### src/paged_free_list_cell_allocator_assert.svh
// Assertion macros for the allocator RTL, used by the datapath (pfl_dp).
// The asserting module must have clk and rst_n in scope.
`ifndef PAGED_FREE_LIST_CELL_ALLOCATOR_ASSERT_SVH
`define PAGED_FREE_LIST_CELL_ALLOCATOR_ASSERT_SVH

`ifndef NO_ASSERTIONS

// Property holds at every clock edge outside reset
`define PFL_ASSERT(name, prop) \
  name: assert property (@(posedge clk) disable iff (!rst_n) (prop)) \
    else $error("pfl assertion failed");

// Antecedent implies consequent at the next clock edge
`define PFL_ASSERT_NEXT(name, ante, cons) \
  name: assert property (@(posedge clk) disable iff (!rst_n) (ante) |=> (cons)) \
    else $error("pfl assertion failed");

`else

`define PFL_ASSERT(name, prop)
`define PFL_ASSERT_NEXT(name, ante, cons)

`endif

`endif

### src/pfl_pkg.sv
`timescale 1ns / 1ps

package pfl_pkg;

  // Field widths
  localparam int ADDR_W  = 11;
  localparam int TAG_W   = 32;
  localparam int PAGES_W = 4;
  localparam int CNT_W   = 32;

  // Cells 0 (NIL) and 1 (T) never go onto the list
  localparam int PINNED_CELLS = 2;

  // Request opcodes
  localparam logic OP_ALLOC = 1'b0;
  localparam logic OP_FREE  = 1'b1;

  // Result status codes
  typedef enum logic [1:0] {
    ST_OK       = 2'd0,
    ST_NOT_HELD = 2'd1,
    ST_PINNED   = 2'd2,
    ST_FULL     = 2'd3
  } status_t;

  // Controller to datapath commands
  typedef struct packed {
    logic capture;  // take the input beat, launch the memory reads
    logic commit;   // update state, write memories, load the result
  } pfl_cmd_t;

endpackage

### src/pfl_ctrl.sv
`timescale 1ns / 1ps

// Two-state sequencer: capture a request, then commit it once the
// result register is free.
module pfl_ctrl (
  input  logic              clk,
  input  logic              rst_n,
  input  logic              in_valid,
  output logic              in_stall,
  output logic              out_valid,
  input  logic              out_stall,
  output pfl_pkg::pfl_cmd_t cmd
);

  typedef enum logic [1:0] {
    S_IDLE = 2'b01,
    S_EXEC = 2'b10
  } state_t;

  state_t state_r, state_nxt;
  logic   out_valid_r, out_valid_nxt;

  // Handshake decode
  always_comb begin
    cmd.capture = (state_r == S_IDLE) && in_valid;
    cmd.commit  = (state_r == S_EXEC) && (!out_valid_r || !out_stall);
  end

  // Next state
  always_comb begin
    state_nxt = state_r;
    unique case (state_r)
      S_IDLE: begin
        if (cmd.capture) begin
          state_nxt = S_EXEC;
        end
      end
      S_EXEC: begin
        if (cmd.commit) begin
          state_nxt = S_IDLE;
        end
      end
      default: state_nxt = S_IDLE;
    endcase
  end

  // Result valid: set on commit, held while the receiver stalls
  assign out_valid_nxt = cmd.commit || (out_valid_r && out_stall);

  always_ff @(posedge clk) begin
    if (!rst_n) begin
      state_r     <= S_IDLE;
      out_valid_r <= 1'b0;
    end else begin
      state_r     <= state_nxt;
      out_valid_r <= out_valid_nxt;
    end
  end

  assign in_stall  = (state_r != S_IDLE);
  assign out_valid = out_valid_r;

endmodule

### config.mk
export PLATFORM = sky130hd
export DESIGN_NAME = pfl_ctrl
export DESIGN_NICKNAME = d
export VERILOG_FILES = /design/src/paged_free_list_cell_allocator_assert.svh /design/src/pfl_pkg.sv /design/src/pfl_ctrl.sv
export SDC_FILE = /design/constraint.sdc
export NUM_CORES = 1
export LEC_CHECK = 0
export BUFFER_PORTS_ARGS = -buffer_cell sky130_fd_sc_hd__buf_2
export CAP_MARGIN = 20
export CORE_AREA = 2 2 39 41
export CTS_CLUSTER_SIZE = 24
export DETAILED_ROUTE_END_ITERATION = 8
export DIE_AREA = 0 0 41 43
export GPL_ROUTABILITY_DRIVEN = 0
export GPL_TIMING_DRIVEN = 0
export SLEW_MARGIN = 20
export SYNTH_ARGS = -nofsm -noshare
export SYNTH_HDL_FRONTEND = slang
export SYNTH_SLANG_ARGS = --single-unit
export TNS_END_PERCENT = 10
### constraint.sdc
create_clock -name clk -period 0.92 [get_ports clk]
set_clock_uncertainty 0.1 [all_clocks]
set_input_delay 0.184 -clock clk [delete_from_list [all_inputs] [get_ports clk]]
set_output_delay 0.184 -clock clk [all_outputs]
set_load 0.01 [all_outputs]
==> results of run 1 <==
-- metrics by stage --
step                area [um^2]  setup TNS (ns)
CTS                       234.0          -1.073
finish                    242.7          -1.029
floorplan                 122.6        -0.01139
detailed placement        177.7         -0.1294
global placement          177.7         -0.1090
global route              242.7          -1.265
-- sequential cells by signal, indices dropped and copies added, names as in the netlist --
name,cells
state_r,2
out_valid,1
-- worst paths after layout --
check              from         end
min reg2reg   out_valid   out_valid
min               rst_n  state_r[0]
max          state_r[1]      cmd[1]
max reg2reg  state_r[1]  state_r[1]
-- metal layers --
layer / wire (um) / vias to the layer above / share of wire / global-route usage
li1: - / 68 / - / -
met1: 81 / 63 / 0.28 / 0.01587
met2: 181 / 8 / 0.62 / 0.08438
met3: 31 / 0 / 0.11 / 0.01571
met4: 0 / 0 / 0 / 0.08000
met5: 0 / - / 0 / 0
-- cell type report --
cell class                 count  share of cell area
tap                           16             0.08247
multi-input combinational      9              0.2990
sequential                     3              0.2835
timing repair buffer           8              0.2268
clock buffer                   4              0.1082
-- worst max-delay path: stages (launching register included) --
cell and delay, ns:
dfxtp_4 0.35, and3b_2 0.25, buf_6 0.10
-- what timing repair did --
action,4_1_cts,5_1_grt
pin swaps,1,0
resized for setup,5,3
endpoints found under the setup margin,5,6
buffers inserted,1,0
gates cloned,0,0
hold buffers,0,0
-- power groups by stage --
stage / Combinational, mW / Sequential [mW] / Clock [mW]
floorplan: 0.0197 / 0.144 / 0
global placement: 0.0377 / 0.144 / 0
detailed placement: 0.0379 / 0.144 / 0
CTS: 0.0509 / 0.145 / 0.244
global route: 0.0581 / 0.143 / 0.251
finish: 0.0513 / 0.142 / 0.228
-- cells in the mapped netlist (all sizes together) --
cell type,count
and4b,1
o21a,1
nand2b,2
o21ai,1
a21oi,1
and3b,1
nand2,1
a21boi,1
dfxtp,3
-- cell usage in the layout (no fill, tap or decap), types with 2 or more instances in the layout --
| cell | count |
|---|---|
| buf_2 | 5 |
| buf_6 | 2 |
| clkbuf_4 | 3 |
| dfxtp_4 | 2 |
-- logic make-up after synthesis --
group / Yosys count / share of synthesized area
compound gates: 4 / 0.2083
flops: 3 / 0.5000
simple gates: 5 / 0.2916
==> results.json, run 1 <==
{
  "outcome": "finished with violations",
  "violations": "setup timing",
  "clock-root-buffer": "clkbuf_4",
  "die_h_um": 43,
  "cp_max_fo": 4,
  "dp_cells": 35,
  "rsz0062_at_grt": "yes",
  "via_per_inst": 3.475,
  "netlist_instances": 12,
  "hold_depth": 2,
  "arrival_ns": 0.92,
  "synth_top_area_frac": 0.5000,
  "cts_buffers": 3,
  "finalCritPeriodShare": 1.312,
  "total_power_mw": 0.4208,
  "comb_power_share": 0.122,
  "finalHoldViolations": 0,
  "internal_power_mw": 0.3292,
  "wl_per_cell_um": 7.325,
  "syn_avg_cell_area_um2": 10.01,
  "holdWs_ns": 0.05014,
  "cts_buffer_depth": 2,
  "r2r_cells": 3,
  "clockPowerShare": 0.542,
  "end_kind": "output port",
  "core_um2": 1384,
  "ys_seq_area_frac": 0.5000,
  "drc_errors": 0,
  "pin_count": 8,
  "syn_nets": 16,
  "dr.pass1.iters": 3,
  "nFillCells": 162,
  "regToRegSetupSlack_ns": -0.15,
  "slew_violations": 0,
  "sw_frac_of_total": 0.2178,
  "clk_pin_slew_ns": 0.04,
  "final_cells": 40,
  "synth_cell_types": 9,
  "tritoncts": "done",
  "worstPathRequired_ns": 0.64,
  "vdd_drop_max_mv": 0.2200,
  "fmax_mhz": 828.2,
  "clk_latency_ns": 0.23,
  "hp-class": "primary input to register",
  "yosysTopAreaCell": "dfxtp_1",
  "n_antenna_cell": 0,
  "vias": 139,
  "worst_pin_slew_ns": 0.1179,
  "die_area_um2": 1763,
  "grt_max_degree": 5,
  "ys_warn_count": 0,
  "grt_overflow": 0,
  "cts-htree-levels": 1,
  "fp-row-count": 14,
  "setup_viol": 6,
  "cts_sinks": 3,
  "ys_ff_latch": 3,
  "drt-initial-drc-count": 1,
  "route.antenna.remaining_nets": 0,
  "synthesis.area_um2": 120.1,
  "p_leak_nw": 0.1133,
  "first_global_vias": 145,
  "area_growth_pct": 102.1,
  "cp-start-kind": "register",
  "ff_latch_area_um2": 68.82,
  "multiInputGateArea_um2": 72.57,
  "utilization": 0.1754,
  "power_density_nw_per_um2": 1734,
  "synthTopCellsByArea": "dfxtp_1 50%, nand2b_1 10%, and4b_1 8.3%, and3b_1 7.3%, a21boi_0 6.3%",
  "timing.final.ws_setup_ns": -0.2874,
  "initial_core_util": 0.08680,
  "grt_use_total": 0.04700,
  "critPathKind": "register to output port",
  "netSwitchingPower_mw": 0.09166,
  "seqPwrFrac": 0.336,
  "fin_nets": 29,
  "fin_crit_ns": 1.207,
  "grt_pass1_wl_um": 483,
  "antenna_found_initial": 0,
  "slew_headroom": 0.9207,
  "die_x_um": 41,
  "dp_worst_setup_slack_ns": -0.06523,
  "drive_gt1_frac": 0.7083,
  "maxCapViolCount": 0,
  "finalWirelength_um": 293,
  "io_buffers": 7
}
Note: power is estimated with default switching activity, not from simulation.
==> inputs of run 2 (changes only) <==
- PLACE_DENSITY: default -> 0.3
==> results.json, run 2 (synthesis results as in run 1) <==
{
  "slew_headroom": 0.9233,
  "tritoncts": "done",
  "path_cells": "and3b_2 -> buf_6",
  "grt_use_total": 0.05411,
  "max_stage_delay_ns": 0.35,
  "fin_crit_ns": 1.220,
  "nFillCells": 153,
  "final_common_cell": "buf_2",
  "maxCapViolCount": 0,
  "regMostFlops": "state_r",
  "hold_depth": 2,
  "arrival_ns": 0.94,
  "vdd_drop_max_mv": 0.7362,
  "utilization": 0.1817,
  "drt-initial-drc-count": 3,
  "cts_buffers": 3,
  "fin_nets": 30,
  "die_h_um": 43,
  "holdPathEnd": "state_r[0]",
  "hpwl_um": 227.5,
  "area_growth_pct": 109.4,
  "place_area_um2": 177.7,
  "total_power_mw": 0.4360,
  "critPathKind": "register to output port",
  "cts_sinks": 3,
  "p_leak_nw": 0.1187,
  "timing.final.ws_setup_ns": -0.3001,
  "violations": "setup timing",
  "rsz0062_at_grt": "yes",
  "final_cells": 41,
  "route.antenna.remaining_nets": 0,
  "startpoint": "state_r[1]",
  "slew_violations": 0,
  "cp-start-kind": "register",
  "io_buffers": 7,
  "worst-path-stages": 2,
  "reg2reg_to": "state_r[1]",
  "r2r_cells": 4,
  "fp-row-count": 14,
  "power_density_nw_per_um2": 1734,
  "cp_max_fo": 4,
  "final_area_um2": 251.5,
  "core_um2": 1384,
  "first_global_vias": 129,
  "clock-root-buffer": "clkbuf_4",
  "n_antenna_cell": 0,
  "vias": 130,
  "multiInputGateArea_um2": 76.32,
  "largest_reg_flops": 2,
  "dp_cells": 35,
  "cts_buffer_depth": 2,
  "outcome": "finished with violations",
  "die_x_um": 41,
  "die_area_um2": 1763,
  "dr.pass1.iters": 2,
  "finalSetupTns_ns": -1.292,
  "cp_slowest_cell": "dfxtp_4",
  "via_per_inst": 3.171,
  "worstHoldStart": "rst_n",
  "final_cell_mix": "5 x buf_2, 3 x clkbuf_4, 2 x dfxtp_2, 2 x buf_6, 2 x buf_4",
  "reg2reg_from": "state_r[1]",
  "pin_count": 8,
  "worst_pin_slew_ns": 0.1141,
  "drc_errors": 0,
  "clk_pin_slew_ns": 0.04,
  "antenna_found_initial": 0,
  "grt_max_degree": 5,
  "crit_buf_inv": 1,
  "end_kind": "output port",
  "cp_top_family": "flip-flops",
  "ff_latch_area_um2": 66.31,
  "drive_gt1_frac": 0.7600,
  "finalCritPeriodShare": 1.326,
  "finalHoldViolations": 0,
  "fmax_mhz": 819.6,
  "cts-htree-levels": 1,
  "regToRegSetupSlack_ns": -0.27,
  "finalWirelength_um": 313,
  "worstPathRequired_ns": 0.64,
  "wl_per_cell_um": 7.634,
  "initial_core_util": 0.08680,
  "hp-class": "primary input to register",
  "grt_pass1_wl_um": 510,
  "setup_viol": 6,
  "clk_latency_ns": 0.23,
  "grt_overflow": 0
}
==> run 2: cell count changes in the layout (fill, tap and decap cells not counted) <==
cell and change:
buf_4 +1, dfxtp_2 +1, dfxtp_4 -1, o21ai_1 -1
o21ai_2 +1
==> run 2: worst max-delay path by stage <==
stage,to,slack (ns)
after floorplan,cmd[0],-0.01
after global placement,cmd[0],-0.07
after detailed placement,cmd[0],-0.08
after CTS,cmd[1],-0.32
after global routing,cmd[1],-0.35
final,cmd[1],-0.30
==> run 2: power breakdown <==
group          leakage, nW  internal [mW]  switching (mW)
registers           0.0255          0.137         0.00693
clock network       0.0150          0.163          0.0704
logic               0.0782         0.0372          0.0218
==> run 2: timing repair <==
action,4_1_cts,5_1_grt
setup buffers,1,1
endpoints found under the setup margin,5,6
pin swaps,1,0
hold buffers,0,0
resized for setup,6,2
==> run 2: area by class of cell <==
class                      instances  area share
sequential                         3      0.2637
clock buffer                       4      0.1045
multi-input combinational          9      0.3035
tap                               16     0.07960
timing repair buffer               9      0.2488
==> run 2: layer usage <==
layer | global-route usage | share of wire
met2 | 0.03750 | 0.35
met5 | 0 | 0
met4 | 0.06000 | 0
met3 | 0.07853 | 0.16
met1 | 0.05751 | 0.48
==> run 2: worst reg2reg max path: cells and delay by family, from the launching register on <==
kind	cells	cell delay (ns)
AO/OA/AOI/OAI	1	0.15
buffers and inverters	2	0.25
flip-flops	1	0.36
AND/OR/NAND/NOR	1	0.22
==> run 2: stage by stage <==
step	setup slack, ns	hold slack (ns)
3_3_place_gp	-0.07486	0.2948
2_1_floorplan	-0.01051	0.1640
4_1_cts	-0.3158	0.03978
5_1_grt	-0.3458	0.04234
6_report	-0.3001	0.04662
3_5_place_dp	-0.08005	0.3075
==> inputs of run 3 (changes only) <==
- GPL_ROUTABILITY_DRIVEN: 0 -> default
- SKIP_CTS_REPAIR_TIMING: default -> 1
==> results.json, run 3 (synthesis results as in run 1) <==
{
  "setup_viol": 6,
  "clk_latency_ns": 0.23,
  "finalHoldViolations": 0,
  "die_h_um": 43,
  "dp_worst_setup_slack_ns": -0.08005,
  "clockPowerShare": 0.543,
  "via_per_inst": 3.100,
  "grt_use_total": 0.04810,
  "finalWirelength_um": 298,
  "violations": "setup timing",
  "finalCritPeriodShare": 1.327,
  "arrival_ns": 0.94,
  "nFillCells": 157,
  "tritoncts": "done",
  "area_growth_pct": 98.96,
  "cp_max_fo": 4,
  "cp_top_family": "flip-flops",
  "largest_reg_flops": 2,
  "cts_sinks": 3,
  "fp-row-count": 14,
  "final_cell_mix": "5 x buf_2, 3 x clkbuf_4, 2 x buf_6",
  "netSwitchingPower_mw": 0.09774,
  "clk_pin_slew_ns": 0.04,
  "worstPathRequired_ns": 0.64,
  "fin_crit_ns": 1.221,
  "hpwl_um": 227.5,
  "initial_core_util": 0.08680,
  "gp_congestion": 0.6150,
  "slew_violations": 0,
  "pin_count": 8,
  "cp-start-kind": "register",
  "power_density_nw_per_um2": 1798,
  "dp_cells": 35,
  "seqPwrFrac": 0.333,
  "route.antenna.remaining_nets": 0,
  "io_buffers": 7,
  "p_leak_nw": 0.1145,
  "max_stage_delay_ns": 0.32,
  "internal_power_mw": 0.3319,
  "die_x_um": 41,
  "cp_slowest_cell": "dfxtp_1",
  "regMostFlops": "state_r",
  "maxCapViolCount": 0,
  "final_cells": 40,
  "grt_max_degree": 5,
  "sw_frac_of_total": 0.2275,
  "drive_gt1_frac": 0.6667,
  "utilization": 0.1727,
  "vdd_drop_max_mv": 0.7193,
  "end_kind": "output port",
  "holdWs_ns": 0.04707,
  "worst_pin_slew_ns": 0.1141,
  "clock-root-buffer": "clkbuf_4",
  "final_common_cell": "buf_2",
  "drc_errors": 0,
  "n_antenna_cell": 0,
  "cts-htree-levels": 1,
  "core_um2": 1384,
  "antenna_found_initial": 0,
  "outcome": "finished with violations",
  "comb_power_share": 0.123,
  "die_area_um2": 1763,
  "cts_buffer_depth": 2,
  "critPathKind": "register to output port",
  "startpoint": "state_r[0]",
  "fin_nets": 29,
  "rsz0062_at_grt": "yes",
  "worstHoldStart": "rst_n",
  "grt_pass1_wl_um": 427,
  "wl_per_cell_um": 7.450,
  "hp-class": "primary input to register",
  "slew_headroom": 0.9233,
  "grt_overflow": 0,
  "first_global_vias": 105,
  "finalSetupTns_ns": -1.065,
  "cts_buffers": 3,
  "crit_buf_inv": 1,
  "fmax_mhz": 818.9,
  "reg2reg_from": "state_r[1]",
  "dr.pass1.iters": 2,
  "timing.final.ws_setup_ns": -0.3012,
  "path_cells": "nand2b_4 -> a21oi_1 -> buf_2",
  "drt-initial-drc-count": 4,
  "vias": 124
}
[run 3: cell types whose count changed in the layout (fill, tap and decap cells not counted)]
cell | previous run | this run
buf_4 | 2 | 1
a21oi_2 | 1 | 0
dfxtp_1 | 0 | 1
a21oi_1 | 0 | 1
dfxtp_2 | 2 | 1
[run 3: worst reg2reg max path, cell delays in order (launching register included)]
cell	delay, ns
dfxtp_4	0.36
and3b_2	0.22
buf_4	0.14
o21a_1	0.15
[run 3: final cells by class]
type / instances / area (um^2) / share of cell area
flip-flops and latches: 3 / 65.06 / 0.2723
multi-input cells: 9 / 72.57 / 0.3037
repair buffers: 8 / 55.05 / 0.2304
clock buffers: 4 / 26.28 / 0.1099
well taps: 16 / 20.02 / 0.08377
[run 3: final timing paths]
| kind | slack [ns] | depth (start not counted) | to |
|---|---|---|---|
| worst max-delay path | -0.30 | 3 | cmd[0] |
| worst min-delay path | 0.05 | 2 | state_r[0] |
| worst max register to register | -0.15 | 3 | state_r[1] |
| worst min register to register | 0.39 | 2 | out_valid |
[run 3: stage by stage]
stage,area (um^2),total power [mW]
final,239.0,0.4296
after global routing,239.0,0.4608
after CTS,203.9,0.4271
after detailed placement,177.7,0.1831
after global placement,177.7,0.1831
after floorplan,122.6,0.1633
[run 3: routing by layer]
layer,vias up,track usage,part of all wire
li1,67,-,-
met1,48,0.04792,0.48
met2,9,0.02813,0.33
met3,0,0.07853,0.18
met4,0,0.06000,0
met5,-,0,0
[run 3: power groups by stage]
stage / Sequential (mW) / Clock [mW] / Combinational (mW)
floorplan: 0.144 / 0 / 0.0197
global placement: 0.145 / 0 / 0.0380
detailed placement: 0.145 / 0 / 0.0383
CTS: 0.143 / 0.246 / 0.0386
global route: 0.144 / 0.258 / 0.0587
finish: 0.143 / 0.233 / 0.0529
